**config.mk**
```make
export PLATFORM = sky130hd
export DESIGN_NAME = canfd_message_header_codec
export DESIGN_NICKNAME = d
export VERILOG_FILES = /design/src/hdl/cfdhc_pkg.sv /design/src/hdl/canfd_message_header_codec.sv
export VERILOG_INCLUDE_DIRS = /design/src /design/src/hdl
export SDC_FILE = /design/constraint.sdc
export NUM_CORES = 1
export LEC_CHECK = 0
export ABC_AREA = 1
export BUFFER_PORTS_ARGS = -buffer_cell sky130_fd_sc_hd__buf_2
export CORE_ASPECT_RATIO = 0.8
export CORE_MARGIN = 8
export CORE_UTILIZATION = 30
export DETAILED_ROUTE_END_ITERATION = 8
export HOLD_SLACK_MARGIN = 0.1
export PLACE_DENSITY = 0.52
export SLEW_MARGIN = 0
export SYNTH_ARGS = -nofsm -noshare
export SYNTH_HDL_FRONTEND = slang
export SYNTH_SLANG_ARGS = --single-unit
```
**constraint.sdc**
```tcl
create_clock -name clock -period 6.29 [get_ports clock]
set_clock_uncertainty 0.1 [all_clocks]
set_input_delay 1.258 -clock clock [delete_from_list [all_inputs] [get_ports clock]]
set_output_delay 1.258 -clock clock [all_outputs]
set_load 0.05 [all_outputs]
```
**src/hdl/canfd_message_header_codec_defines.svh**
```systemverilog
// assertion macros for the can fd message header codec
`ifndef CANFD_MESSAGE_HEADER_CODEC_DEFINES_SVH
`define CANFD_MESSAGE_HEADER_CODEC_DEFINES_SVH

`ifndef SYNTH
`define CFDHC_ASSERT_IMPLIES(label, clk, rst, ante, cons) \
   label: assert property (@(posedge clk) disable iff (rst) (ante) |-> (cons)) \
      else $error("%m: implication check failed");
`define CFDHC_ASSERT_NEXT(label, clk, rst, ante, cons) \
   label: assert property (@(posedge clk) disable iff (rst) (ante) |=> (cons)) \
      else $error("%m: next cycle check failed");
`else
`define CFDHC_ASSERT_IMPLIES(label, clk, rst, ante, cons)
`define CFDHC_ASSERT_NEXT(label, clk, rst, ante, cons)
`endif

`endif

```
**src/hdl/cfdhc_pkg.sv**
```systemverilog
// types, constants and lookup functions of the can fd message header codec
package cfdhc_pkg;

   localparam int REQ_DATA_W = 80;
   localparam int REQ_USER_W = 1;
   localparam int RSP_DATA_W = 80;
   localparam int ID_W       = 29;
   localparam int BASE_W     = 11;
   localparam int EXT_LOW_W  = 18;
   localparam int LEN_W      = 7;
   localparam int DLC_W      = 4;
   localparam int FLAGS_W    = 8;
   localparam int WORD_W     = 32;
   localparam int DLC_CODES  = 16;

   localparam logic [LEN_W-1:0] CLASSIC_MAX_LEN = 7'd8;

   localparam logic [LEN_W-1:0] DLC_LEN [DLC_CODES] = '{
      7'd0, 7'd1, 7'd2, 7'd3, 7'd4, 7'd5, 7'd6, 7'd7,
      7'd8, 7'd12, 7'd16, 7'd20, 7'd24, 7'd32, 7'd48, 7'd64
   };

   // flag byte bit positions
   localparam int FLAG_IDE_BIT = 4;
   localparam int FLAG_RTR_BIT = 5;
   localparam int FLAG_BRS_BIT = 6;
   localparam int FLAG_FDF_BIT = 7;

   typedef enum logic {
      ACT_ENCODE = 1'b0,
      ACT_DECODE = 1'b1
   } action_type;

   typedef struct packed {
      logic             found;
      logic [DLC_W-1:0] dlc;
   } dlc_lookup_type;

   typedef struct packed {
      action_type       action;
      logic [ID_W-1:0]  id;
      logic             ext;
      logic             brs;
      logic             fd;
      logic             enc_ok;
      logic [DLC_W-1:0] dlc;
      logic [ID_W-1:0]  dec_id;
      logic             dec_ext;
      logic             dec_rtr;
      logic             dec_brs;
      logic             dec_fd;
      logic [LEN_W-1:0] dec_len;
   } s1_type;

   typedef struct packed {
      action_type         action;
      logic               enc_ok;
      logic [ID_W-1:0]    enc_word;
      logic [FLAGS_W-1:0] enc_flags;
      logic [ID_W-1:0]    dec_id;
      logic               dec_ext;
      logic               dec_rtr;
      logic               dec_brs;
      logic               dec_fd;
      logic [LEN_W-1:0]   dec_len;
   } s2_type;

   function automatic dlc_lookup_type len_to_dlc(input logic [LEN_W-1:0] len);
      dlc_lookup_type r;
      r = '0;
      for (int i = 0; i < DLC_CODES; i++) begin
         if (DLC_LEN[i] == len) begin
            r.found = 1'b1;
            r.dlc   = DLC_W'(i);
         end
      end
      return r;
   endfunction

   function automatic logic [LEN_W-1:0] dlc_to_len(input logic [DLC_W-1:0] dlc);
      return DLC_LEN[dlc];
   endfunction

endpackage

```
**src/hdl/canfd_message_header_codec.sv**
```systemverilog
// can fd message header codec top level, three stage pipeline
//
//  channel  dir  ports                    contents
//  req      in   req_tdata, req_tuser     frame header or object header
//  rsp      out  rsp_tdata                encode or decode result
//
// one transaction per cycle sustained while rsp_tready is high
// stages: table lookup and checks, id swap and flag pack, result select
// each stage advances when empty or when the next one advances
// a stalled rsp fills empty stages before req_tready drops
// reset clears the stage valid bits only
`include "canfd_message_header_codec_defines.svh"

module canfd_message_header_codec (
   input  logic                             clock,
   input  logic                             reset,
   input  logic                             req_tvalid,
   output logic                             req_tready,
   // frame_id[28:0], is_extended[29], is_remote[30], use_brs[31], is_fd[32],
   // payload_length[39:33], object_id_word[71:40], object_flags[79:72]
   input  logic [cfdhc_pkg::REQ_DATA_W-1:0] req_tdata,
   // action[0]
   input  logic [cfdhc_pkg::REQ_USER_W-1:0] req_tuser,
   output logic                             rsp_tvalid,
   input  logic                             rsp_tready,
   // accepted[0], header_id_word[29:1], header_flags[37:30], decoded_id[66:38],
   // decoded_extended[67], decoded_remote[68], decoded_brs[69], decoded_fd[70],
   // decoded_length[77:71], zero[79:78]
   output logic [cfdhc_pkg::RSP_DATA_W-1:0] rsp_tdata
);
   import cfdhc_pkg::*;

   logic                  s1_v_ff, s1_v_in;
   logic                  s2_v_ff, s2_v_in;
   logic                  s3_v_ff, s3_v_in;
   logic                  s1_adv, s2_adv, s3_adv;
   s1_type                s1_ff, s1_in;
   s2_type                s2_ff, s2_in;
   logic [RSP_DATA_W-1:0] rsp_data_ff, rsp_data_in;

   logic [ID_W-1:0]    in_id;
   logic               in_ext, in_rtr, in_brs, in_fd;
   logic [LEN_W-1:0]   in_len;
   logic [WORD_W-1:0]  in_raw;
   logic [FLAGS_W-1:0] in_flags;
   dlc_lookup_type     lk;
   logic [LEN_W-1:0]   dec_len_full;

   assign s3_adv     = !s3_v_ff || rsp_tready;
   assign s2_adv     = !s2_v_ff || s3_adv;
   assign s1_adv     = !s1_v_ff || s2_adv;
   assign req_tready = s1_adv;
   assign rsp_tvalid = s3_v_ff;
   assign rsp_tdata  = rsp_data_ff;

   assign s1_v_in = s1_adv ? req_tvalid : s1_v_ff;
   assign s2_v_in = s2_adv ? s1_v_ff : s2_v_ff;
   assign s3_v_in = s3_adv ? s2_v_ff : s3_v_ff;

   // stage one: field checks, length to dlc, object header unpack
   assign in_id    = req_tdata[28:0];
   assign in_ext   = req_tdata[29];
   assign in_rtr   = req_tdata[30];
   assign in_brs   = req_tdata[31];
   assign in_fd    = req_tdata[32];
   assign in_len   = req_tdata[39:33];
   assign in_raw   = req_tdata[71:40];
   assign in_flags = req_tdata[79:72];

   always_comb begin
      lk           = len_to_dlc(in_len);
      dec_len_full = dlc_to_len(in_flags[DLC_W-1:0]);
      s1_in.action = action_type'(req_tuser[0]);
      s1_in.id     = in_id;
      s1_in.ext    = in_ext;
      s1_in.brs    = in_brs;
      s1_in.fd     = in_fd;
      s1_in.dlc    = lk.dlc;
      s1_in.enc_ok = !in_rtr
                     && (in_ext || (in_id[ID_W-1:BASE_W] == '0))
                     && (in_fd || (!in_brs && (in_len <= CLASSIC_MAX_LEN)))
                     && lk.found;
      s1_in.dec_ext = in_flags[FLAG_IDE_BIT];
      s1_in.dec_rtr = in_flags[FLAG_RTR_BIT];
      s1_in.dec_brs = in_flags[FLAG_BRS_BIT];
      s1_in.dec_fd  = in_flags[FLAG_FDF_BIT];
      if (in_flags[FLAG_IDE_BIT]) begin
         s1_in.dec_id = {in_raw[BASE_W-1:0], in_raw[BASE_W +: EXT_LOW_W]};
      end else begin
         s1_in.dec_id = {{EXT_LOW_W{1'b0}}, in_raw[BASE_W-1:0]};
      end
      if (!in_flags[FLAG_FDF_BIT] && (dec_len_full > CLASSIC_MAX_LEN)) begin
         s1_in.dec_len = CLASSIC_MAX_LEN;
      end else begin
         s1_in.dec_len = dec_len_full;
      end
   end

   // stage two: id swap and flag byte pack
   always_comb begin
      s2_in.action = s1_ff.action;
      s2_in.enc_ok = s1_ff.enc_ok;
      if (s1_ff.ext) begin
         s2_in.enc_word = {s1_ff.id[EXT_LOW_W-1:0], s1_ff.id[ID_W-1:EXT_LOW_W]};
      end else begin
         s2_in.enc_word = s1_ff.id;
      end
      s2_in.enc_flags = {s1_ff.fd, s1_ff.brs, 1'b0, s1_ff.ext, s1_ff.dlc};
      s2_in.dec_id    = s1_ff.dec_id;
      s2_in.dec_ext   = s1_ff.dec_ext;
      s2_in.dec_rtr   = s1_ff.dec_rtr;
      s2_in.dec_brs   = s1_ff.dec_brs;
      s2_in.dec_fd    = s1_ff.dec_fd;
      s2_in.dec_len   = s1_ff.dec_len;
   end

   // stage three: result select, unused mode zeroed
   always_comb begin
      rsp_data_in = '0;
      unique case (s2_ff.action)
         ACT_ENCODE: begin
            rsp_data_in[0] = s2_ff.enc_ok;
            if (s2_ff.enc_ok) begin
               rsp_data_in[29:1]  = s2_ff.enc_word;
               rsp_data_in[37:30] = s2_ff.enc_flags;
            end
         end
         ACT_DECODE: begin
            rsp_data_in[0]     = 1'b1;
            rsp_data_in[66:38] = s2_ff.dec_id;
            rsp_data_in[67]    = s2_ff.dec_ext;
            rsp_data_in[68]    = s2_ff.dec_rtr;
            rsp_data_in[69]    = s2_ff.dec_brs;
            rsp_data_in[70]    = s2_ff.dec_fd;
            rsp_data_in[77:71] = s2_ff.dec_len;
         end
         default: rsp_data_in = '0;
      endcase
   end

   always_ff @(posedge clock) begin
      if (reset) begin
         s1_v_ff <= 1'b0;
         s2_v_ff <= 1'b0;
         s3_v_ff <= 1'b0;
      end else begin
         s1_v_ff <= s1_v_in;
         s2_v_ff <= s2_v_in;
         s3_v_ff <= s3_v_in;
      end
   end

   always_ff @(posedge clock) begin
      if (s1_adv && req_tvalid) begin
         s1_ff <= s1_in;
      end
      if (s2_adv && s1_v_ff) begin
         s2_ff <= s2_in;
      end
      if (s3_adv && s2_v_ff) begin
         rsp_data_ff <= rsp_data_in;
      end
   end

   `CFDHC_ASSERT_NEXT(a_s1_hold, clock, reset, s1_v_ff && !s2_adv, s1_v_ff && $stable(s1_ff))
   `CFDHC_ASSERT_NEXT(a_s2_hold, clock, reset, s2_v_ff && !s3_adv, s2_v_ff && $stable(s2_ff))
   `CFDHC_ASSERT_IMPLIES(a_reject_zero, clock, reset, rsp_tvalid && !rsp_tdata[0], rsp_tdata[79:1] == '0)
   `CFDHC_ASSERT_IMPLIES(a_classic_len, clock, reset, rsp_tvalid && !rsp_tdata[70], rsp_tdata[77:71] <= CLASSIC_MAX_LEN)
   `CFDHC_ASSERT_IMPLIES(a_mode_excl, clock, reset, rsp_tvalid && (rsp_tdata[37:1] != '0), rsp_tdata[77:38] == '0)

endmodule

```
## Word level (Yosys, flattened, before mapping)

Memories as Yosys holds them, arrays and structs flattened.
Index checks and enable logic that the tools add are counted.

| storage, ports and cells | value |
|---|---|
| register bits | 236 |
| bits in latches | 0 |
| memory bits (writable) | 0 |
| memory bits (read-only) | 112 |
| output and inout bits | 82 |
| memories kept | 1 |
| input port bits | 85 |
| logic and storage cells | 101 |

| operators by class | value |
|---|---|
| eq/ne operators | 15 |
| shift operators | 0 |
| $add $sub $neg | 0 |
| divide/modulo/power cells | 0 |
| magnitude comparators | 3 |
| multiplexer cells | 21 |
| multiply operators | 0 |
| bitwise logic cells | 3 |
| reduce and logical (&&, ||, !) cells | 25 |

Memory list:

| memory | words | width | rd ports | clocked after Yosys merged registers in | write ports | RTL line | RTL |
|---|---|---|---|---|---|---|---|
| (no name shown) | 16 | 7 | 1 | 0 | 0 | cfdhc_pkg.sv:81 | `return DLC_LEN[dlc];` |

Operators with widths:

| operator | count |
|---|---|
| two-way mux 5 bit | 16 |
| two-way mux 29 bit | 1 |
| equality test 3 x 7 -> 1 bit (first input constant) | 4 |
| equality test 5 x 7 -> 1 bit (first input constant) | 3 |
| zero test 18 bit | 1 |
| equality test 2 x 7 -> 1 bit (first input constant) | 2 |
| equality test 4 x 7 -> 1 bit (first input constant) | 2 |
| equality test 6 x 7 -> 1 bit (first input constant) | 2 |
| two-way mux 7 bit | 2 |
| two-way mux 11 bit | 1 |
| logical AND 1 bit | 8 |
| OR reduction 8 bit | 1 |
| equality test 1 x 7 -> 1 bit (first input constant) | 1 |
| equality test 7 bit (first input constant) | 1 |
| greater-than comparator 7 x 4 -> 1 bit (second input constant) | 1 |
| less-or-equal comparator 7 x 4 -> 1 bit (second input constant) | 1 |
| zero test 7 bit | 1 |
| zero test 1 bit | 6 |
| greater-or-equal comparator 5 bit (second input constant) | 1 |
| logical OR 1 bit | 5 |
| inverter 4 -> 5 bit | 1 |
| OR reduction 2 bit | 2 |
| OR reduction 4 bit | 1 |
| inverter 1 bit | 2 |
| case mux 1 bit (2 select lines) | 1 |

## Logic depth before layout (Yosys ltp)

Gate-level depths: netlist (run 1).

| depth | value |
|---|---|
| depth after elaboration | 18 |
| depth in mapped cells | 8 |
| mapped depth without buffers | 8 |

## Worst setup path before layout (run 1)

Ideal clock, no wire load.

| timing path | value |
|---|---|
| path type | input to register |
| start point | input port rsp_tready |
| end point | register rsp_data_ff[0], in the netlist rsp_tdata[0], enable pin |
| setup slack | 646 ps |
| arrival | 5007 ps |
| required time | 5653 ps |
| path buffers | 0 |
| setup time | 537 ps |
| stages | 2 |
| cells stage by stage | inv_1 a21oi_1 |

| on the way | value |
|---|---|
| cells in the longest elaborated chain, start to end | 2 |

Ends and longest elaborated chain:

| element | RTL line | RTL |
|---|---|---|
| from (decl) | canfd_message_header_codec.sv:25 | `input logic rsp_tready,` |
| logical OR 1 bit | canfd_message_header_codec.sv:49 | `assign s3_adv = !s3_v_ff \|\| rsp_tready;` |
| logical AND 1 bit | canfd_message_header_codec.sv:160 | `if (s3_adv && s2_v_ff) begin` |
| to (signal assigned) | canfd_message_header_codec.sv:161 | `rsp_data_ff <= rsp_data_in;` |
| to (decl) | canfd_message_header_codec.sv:39 | `logic [RSP_DATA_W-1:0] rsp_data_ff, rsp_data_in;` |

No other way between the ends.
A chain may end at the register's enable or synchronous reset.

## Worst setup path in the final report (run 1)

| timing path | value |
|---|---|
| start point | input port rsp_tready |
| end point | output port req_tready |

| on the way | value |
|---|---|
| cells in the longest elaborated chain, start to end | 3 |

Ends and longest elaborated chain:

| element | RTL line | RTL |
|---|---|---|
| logical OR 1 bit | canfd_message_header_codec.sv:49 |  |
| logical OR 1 bit | canfd_message_header_codec.sv:50 | `assign s2_adv = !s2_v_ff \|\| s3_adv;` |
| logical OR 1 bit | canfd_message_header_codec.sv:51 | `assign s1_adv = !s1_v_ff \|\| s2_adv;` |
| to (decl) | canfd_message_header_codec.sv:18 | `output logic req_tready,` |

No other way between the ends.

==> flow_metrics.env, run 1 <==
export IMPL_run_status="complete, no violations"
export IMPL_clock_sinks=236
export IMPL_cts_repair_timing_setup_buffer_count=0
export IMPL_cts_htree_levels=1
export IMPL_comb_power_share_pct=5.6
export IMPL_reg2reg_slack_ns=3.92
export IMPL_setup_tns_ns=0
export IMPL_synth_cell_types=27
export IMPL_min_period_ns=3.34
export IMPL_setup_repair_after_global_routing_missed_its_margin="no"
export IMPL_grt_start_max_net_pins=79
export IMPL_end_of_the_worst_register_to_register_path="rsp_tdata[32]"
export IMPL_cts_repair_resize_count=0
export IMPL_critical_path_cell_by_cell="buf_2 > inv_1 > nand2_1 > nor2_1 > nand2_1 > buf_2"
export IMPL_min_from="s1_ff[15]"
export IMPL_final_net_count=896
export IMPL_postSynthCellCount=633
export IMPL_final_max_slew_violation_count=0
export IMPL_synth_simple_gate_area_share_pct=8.75
export IMPL_yosysTopAreaCellShare_pct=79.3
export IMPL_drv_max_cap_violation_count=0
export IMPL_clk_path_buf_depth=3
export IMPL_vdd_ir_drop_max_mv=0.171
export IMPL_fin_crit_sh_pct=53.1
export IMPL_switching_power_uw=762
export IMPL_leading_cell_type_in_the_layout_fill_and_taps_excluded="sky130_fd_sc_hd__edfxtp_1"
export IMPL_clock_power_share_pct=44.4
export IMPL_hold_viol_final=0
export IMPL_avg_synthesized_cell_area_um2=13.9
export IMPL_drc=0
export IMPL_worst_setup_path_end_kind="output pin"
export IMPL_synth_xor_xnor_area_share_pct=0
export IMPL_share_of_cells_above_drive_strength_1_pct=28.4
export IMPL_portBuffers=160
export IMPL_synth_fa_ha_area_share_pct=0.284
export IMPL_clkLatencyLatePin_ns=0.52
export IMPL_clock_tree_from_tritoncts="built"
export IMPL_antenna_cells_inserted=0
export IMPL_r2r_start="rsp_tvalid"
export IMPL_routed_wirelength_um=17900
export IMPL_growth_of_design_area_from_synthesis_to_finish_pct=24.5
export IMPL_synth_yosys_warnings=0
export IMPL_synth_seq_cells=236
export IMPL_dr_pass1_iters=4
export IMPL_cts_buffers_inserted=26
export IMPL_placement_setup_worst_slack_ns=2.80
export IMPL_detail_route_wl_per_cell_um=14.8
export IMPL_routed_vias_inst=3.97
export IMPL_tot_gr_track_use_pct=10.1
export IMPL_critPathSlowestCell="sky130_fd_sc_hd__buf_2"
export IMPL_clk_pin_slew_ns=0.06
export IMPL_grt_pass1_wl_um=28000
export IMPL_num_fill_cells=2818
export IMPL_netSwitchingFraction_pct=20.9
export IMPL_clk_root_buffer_cell="sky130_fd_sc_hd__clkbuf_16"
export IMPL_cell_rows=56
export IMPL_post_synthesis_mux_area_share_pct=2.30
export IMPL_ant_nets=0
export IMPL_worst_pin_slew_ns=1.08
export IMPL_hold_buffers=0
export IMPL_combinational_family_with_the_most_area_after_synthesis="simple AND/OR/NAND/NOR gates"
export IMPL_timing_final_setup_violations=0
export IMPL_power_per_cell_area_mw_per_mm2=332
export IMPL_yosysTopAreaCell="sky130_fd_sc_hd__edfxtp_1"
export IMPL_cp_data_required_time_ns=4.93
export IMPL_crit_path_max_fo=3
export IMPL_place_detailed_hpwl_um=11900
export IMPL_design_die_area_mm2=0.0352
export IMPL_cell_area_after_synthesis_mm2=0.00882
export IMPL_power_leakage_uw=0.00479
export IMPL_worst_hold_path_endpoint="s2_ff[15]"
export IMPL_antenna_found_initial=0
export IMPL_crit_path_max_incr_delay_ns=0.22
export IMPL_synth_top_cells_by_area="sky130_fd_sc_hd__edfxtp_1, sky130_fd_sc_hd__inv_1, sky130_fd_sc_hd__nand2_1, sky130_fd_sc_hd__nor2_1, sky130_fd_sc_hd__mux2_2"
export IMPL_p_total_uw=3650
export IMPL_overflow=0
export IMPL_hold_depth=0
export IMPL_route_vias_total=4784
export IMPL_cellInternalPower_uw=2890
export IMPL_layout_cells_non_filler=1205
export IMPL_crit_path_setup_slack_layout_ns=2.95
export IMPL_place_congestion=0.724
export IMPL_timing_critical_path_arrival_ns=1.98
export IMPL_die_width_um=208
export IMPL_reg2reg_path_depth=2
export IMPL_num_io_pins=167
export IMPL_share_of_the_synthesized_area_in_compound_gates_ao_oa_aoi_oai_pct=2.14
export IMPL_start_util_pct=30.3
export IMPL_floorplan_die_height_um=169
export IMPL_tightest_hold_check_type="flop to flop"
export IMPL_place_detailed_instances=1158
export IMPL_ys_seq_area_share_pct=80.0
export IMPL_seqPwrFrac_pct=50.0
export IMPL_worst_slew_margin_rel_pct=27.7
export IMPL_maxClockFrequency_ghz=0.299
export IMPL_layout_common_cells="sky130_fd_sc_hd__edfxtp_1, sky130_fd_sc_hd__buf_2, sky130_fd_sc_hd__inv_1, sky130_fd_sc_hd__nand2_1, sky130_fd_sc_hd__nor2_1"
export IMPL_startpoint_type="input port"
export IMPL_grt_pass1_vias=4970
export IMPL_dr_first_iter_drc_count=222
export IMPL_crit_type="input port to output pin"
export IMPL_fp_coreArea_mm2=0.0291
critical path, delay by kind of cell:
family,cells,cell delay [ns]
buffers and inverters,3,0.41
AND/OR/NAND/NOR,3,0.30
state kept, by name, indices dropped and copies added (netlist names):
register	count
s1_ff	78
s2_ff	78
s2_v_ff	1
rsp_tdata	77
rsp_tvalid	1
s1_v_ff	1
power groups by stage:
stage | Sequential [µW] | Combinational [µW] | Clock [µW]
6_report | 1830 | 203 | 1620
5_1_grt | 1830 | 228 | 1730
4_1_cts | 1830 | 210 | 1680
3_5_place_dp | 1860 | 209 | 0
3_3_place_gp | 1860 | 207 | 0
2_1_floorplan | 1900 | 87.7 | 0
synth_stat cells, drive strengths merged:
| master | number |
|---|---|
| o21ai | 12 |
| ha | 2 |
| conb | 1 |
| a21oi | 18 |
| nor3 | 2 |
| mux2 | 18 |
| edfxtp | 233 |
| inv | 127 |
| or2 | 1 |
| clkbuf | 8 |
| o2111ai | 1 |
| nand4 | 1 |
| buf | 12 |
| nor2 | 84 |
| nand3b | 1 |
| nand3 | 8 |
| dfxtp | 3 |
| o21bai | 1 |
| nand2 | 97 |
| a21boi | 3 |
layer usage:
metal / vias to the layer above / GRT usage (%) / share of wire [%]
li1: 2440 / - / -
met1: 2208 / 12.8 / 46
met2: 101 / 16.9 / 47
met3: 35 / 2.64 / 5.0
met4: 0 / 2.90 / 2.5
met5: - / 0 / 0
how the worst max path moves through the flow:
stage               depth (start not counted)             to  startpoint  slack [ns]
floorplan                                   2   rsp_tdata[0]  rsp_tready        0.65
global placement                            4  rsp_tdata[49]  rsp_tready        2.84
detailed placement                          4  rsp_tdata[44]  rsp_tready        2.80
CTS                                         6     req_tready  rsp_tready        2.96
global route                                6     req_tready  rsp_tready        2.85
finish                                      6     req_tready  rsp_tready        2.95
cell type report:
| class | instances | area (µm²) | area share, % |
|---|---|---|---|
| clock buffer | 28 | 679 | 6.18 |
| tap | 377 | 472 | 4.29 |
| inverter | 127 | 479 | 4.36 |
| clock inverter | 19 | 244 | 2.22 |
| sequential | 236 | 7060 | 64.2 |
| timing repair buffer | 166 | 846 | 7.70 |
| multi-input combinational | 252 | 1210 | 11.0 |
cell families after synthesis:
group / Yosys count
flops: 236
simple gates: 194
buf+inv: 147
compound gates: 35
mux: 18
fa+ha+maj: 2
other cells: 1
per-stage QoR:
| stage | area (µm²) | utilization [%] | hold WS [ns] |
|---|---|---|---|
| after floorplan | 8830 | - | 0.300 |
| after global placement | 10100 | 34.5 | 0.300 |
| after detailed placement | 10100 | 34.5 | 0.305 |
| after CTS | 11000 | 37.7 | 0.317 |
| after global routing | 11000 | 37.7 | 0.321 |
| final | 11000 | 37.7 | 0.315 |
(Power assumes the default switching activity.)
==> run 2: changes to the inputs <==
Settings changed: ABC_AREA 1 to 0, PLACE_DENSITY 0.52 to 0.53.
Clock period 6.29 ns to 3.4 ns, I/O delays scaled along.
==> run 2 against run 1 <==
  * Power grew 76%
  * Synthesized cell count down 26%
  * Count of clock-buffer cells in the layout up 2
  * Critical path depth is 2 lower
  * Combinational power grew 110%
  * Sequential share of layout area grew 1.2 points
  * Global-route usage decreased by 0.89 points
  * Die area down 1.1%
  * Cell count is 15% lower
  * Sequential cell count is the same
  * Largest cell class unchanged
==> flow_metrics.env, run 2 <==
export IMPL_cell_area_after_synthesis_mm2=0.00872
export IMPL_synth_yosys_warnings=0
export IMPL_fin_crit_sh_pct=66.5
export IMPL_synth_top_cells_by_area="sky130_fd_sc_hd__edfxtp_1, sky130_fd_sc_hd__and2_1, sky130_fd_sc_hd__mux2_2, sky130_fd_sc_hd__dfxtp_1, sky130_fd_sc_hd__clkbuf_1"
export IMPL_grt_pass1_vias=4609
export IMPL_min_period_ns=2.26
export IMPL_synth_cell_types=40
export IMPL_growth_of_design_area_from_synthesis_to_finish_pct=23.7
export IMPL_clk_root_buffer_cell="sky130_fd_sc_hd__clkbuf_16"
export IMPL_run_status="complete, no violations"
export IMPL_synth_most_common_cell="sky130_fd_sc_hd__edfxtp_1"
export IMPL_clk_path_buf_depth=3
export IMPL_crit_path_max_fo=6
export IMPL_floorplan_die_height_um=168
export IMPL_power_per_cell_area_mw_per_mm2=597
export IMPL_comb_power_share_pct=6.5
export IMPL_netSwitchingFraction_pct=20.8
export IMPL_avg_synthesized_cell_area_um2=18.6
export IMPL_hold_buffers=0
export IMPL_detailed_place_area_mm2=0.0100
export IMPL_ys_seq_area_share_pct=81.0
export IMPL_route_vias_total=4348
export IMPL_start_util_pct=30.7
export IMPL_layout_common_cells="sky130_fd_sc_hd__edfxtp_1, sky130_fd_sc_hd__buf_2, sky130_fd_sc_hd__and2_1, sky130_fd_sc_hd__mux2_2, sky130_fd_sc_hd__clkbuf_16"
export IMPL_p_total_uw=6440
export IMPL_cp_data_required_time_ns=2.62
export IMPL_clock_sinks=236
export IMPL_synth_cells_most_frequent="sky130_fd_sc_hd__edfxtp_1, sky130_fd_sc_hd__and2_1, sky130_fd_sc_hd__mux2_2"
export IMPL_layout_cells_non_filler=1029
export IMPL_biggestRegsByFlops="s1_ff: 78 flops, s2_ff: 78 flops, rsp_tdata: 77 flops"
export IMPL_final_max_slew_violation_count=0
export IMPL_combinational_family_with_the_most_area_after_synthesis="simple AND/OR/NAND/NOR gates"
export IMPL_cts_htree_levels=1
export IMPL_final_net_count=731
export IMPL_worst_pin_slew_ns=1.08
export IMPL_cts_repair_timing_setup_buffer_count=0
export IMPL_clock_tree_from_tritoncts="built"
export IMPL_fp_coreArea_mm2=0.0284
export IMPL_power_leakage_uw=0.00389
export IMPL_cellInternalPower_uw=5100
export IMPL_setup_repair_after_global_routing_missed_its_margin="no"
export IMPL_die_width_um=207
export IMPL_grt_start_max_net_pins=79
export IMPL_routed_vias_inst=4.23
export IMPL_place_detailed_hpwl_um=11600
export IMPL_yosysTopAreaCell="sky130_fd_sc_hd__edfxtp_1"
export IMPL_clock_power_share_pct=40.1
export IMPL_maxClockFrequency_ghz=0.442
export IMPL_synth_fa_ha_area_share_pct=0.287
export IMPL_yosysTopAreaCellShare_pct=80.3
export IMPL_crit_type="flop to output pin"
export IMPL_switching_power_uw=1340
export IMPL_tot_gr_track_use_pct=9.16
export IMPL_share_of_the_synthesized_area_in_compound_gates_ao_oa_aoi_oai_pct=1.98
export IMPL_clk_pin_slew_ns=0.06
export IMPL_timing_final_setup_violations=0
export IMPL_num_io_pins=167
export IMPL_design_die_area_mm2=0.0348
export IMPL_fin_area_mm2=0.0108
export IMPL_clkLatencyLatePin_ns=0.50
export IMPL_dr_pass1_iters=6
export IMPL_portBuffers=160
export IMPL_share_of_cells_above_drive_strength_1_pct=38.2
export IMPL_post_synthesis_mux_area_share_pct=5.77
export IMPL_timing_critical_path_arrival_ns=1.48
export IMPL_drv_max_cap_violation_count=0
export IMPL_place_congestion=0.778
export IMPL_cts_repair_resize_count=0
export IMPL_ant_nets=0
export IMPL_synth_simple_gate_area_share_pct=9.52
export IMPL_tightest_hold_check_type="input port to flop"
export IMPL_hold_slack_ns=0.246
export IMPL_leading_cell_type_in_the_layout_fill_and_taps_excluded="sky130_fd_sc_hd__edfxtp_1"
export IMPL_synth_enable_flop_cells=233
export IMPL_postSynthCellCount=469
export IMPL_grt_pass1_wl_um=25300
export IMPL_antenna_cells_inserted=0
export IMPL_dr_first_iter_drc_count=158
export IMPL_synth_seq_cells=236
export IMPL_overflow=0
export IMPL_drc=0
export IMPL_cts_buffers_inserted=25
export IMPL_cell_rows=55
export IMPL_place_detailed_instances=987
export IMPL_hold_viol_final=0
export IMPL_async_reset_ff_share_pct=0
export IMPL_synth_xor_xnor_area_share_pct=0
export IMPL_synth_ff_type="sky130_fd_sc_hd__edfxtp_1"
export IMPL_vdd_ir_drop_max_mv=0.283
export IMPL_worst_setup_path_end_kind="output pin"
export IMPL_worst_slew_margin_rel_pct=27.5
export IMPL_antenna_found_initial=0
export IMPL_startpoint_type="flop"
export IMPL_seqPwrFrac_pct=53.4
export IMPL_routed_wirelength_um=16500
export IMPL_detail_route_wl_per_cell_um=16.0
export IMPL_layout_core_utilization_pct=37.9
-- run 2: final timing paths --
check | slack, ns | cells past startpoint | to | from
hold / removal | 0.25 | 1 | s1_ff[49] | req_tdata[1]
setup reg to reg | 1.63 | 2 | rsp_tdata[29] | s2_ff[78]
setup / recovery | 1.14 | 4 | req_tready | rsp_tvalid
hold reg to reg | 0.31 | 0 | s2_ff[25] | s1_ff[25]
-- run 2: kinds of logic (layout without fill, tap and decap cells) --
kind of cell | Yosys count | count (layout)
flops | 236 | 236
simple gates | 136 | 136
mux | 45 | 45
buf+inv | 26 | 214
compound gates | 23 | 23
fa+ha+maj | 2 | 2
other cells | 1 | 3
-- run 2: metrics by stage --
stage / worst slack [ns] / TNS (ns)
2_1_floorplan: -0.0682 / -5.32
3_3_place_gp: 1.18 / 0
3_5_place_dp: 1.22 / 0
4_1_cts: 1.09 / 0
5_1_grt: 1.04 / 0
6_report: 1.14 / 0
-- run 2: power by group through the flow --
stage | Combinational (µW) | Sequential (µW) | Clock, µW
after floorplan | 188 | 3580 | 0
after global placement | 415 | 3500 | 0
after detailed placement | 424 | 3500 | 0
after CTS | 426 | 3440 | 2660
after global routing | 451 | 3450 | 2780
final | 419 | 3440 | 2580
-- run 2: final cells by class --
class / count / area [µm²]
fill: 2650 / 17600
sequential: 236 / 7060
multi-input combinational: 209 / 1580
clock buffer: 30 / 644
timing repair buffer: 168 / 898
inverter: 4 / 15.0
clock inverter: 12 / 129
tap: 370 / 463
-- run 2: routing by layer --
metal  global-route usage (%)  routed length, µm  part of all wire (%)
met1                     11.5               7220                    44
met2                     15.0               7530                    46
met3                     2.82               1320                   8.0
met4                     2.84                444                   2.7
met5                        0                  0                     0
-- run 2: critical path, stage by stage, from the launching register on --
cell and delay, ns:
sky130_fd_sc_hd__dfxtp_1 0.33, sky130_fd_sc_hd__nor2b_1 0.13, sky130_fd_sc_hd__buf_4 0.18, sky130_fd_sc_hd__nand3_1 0.11, sky130_fd_sc_hd__buf_2 0.24
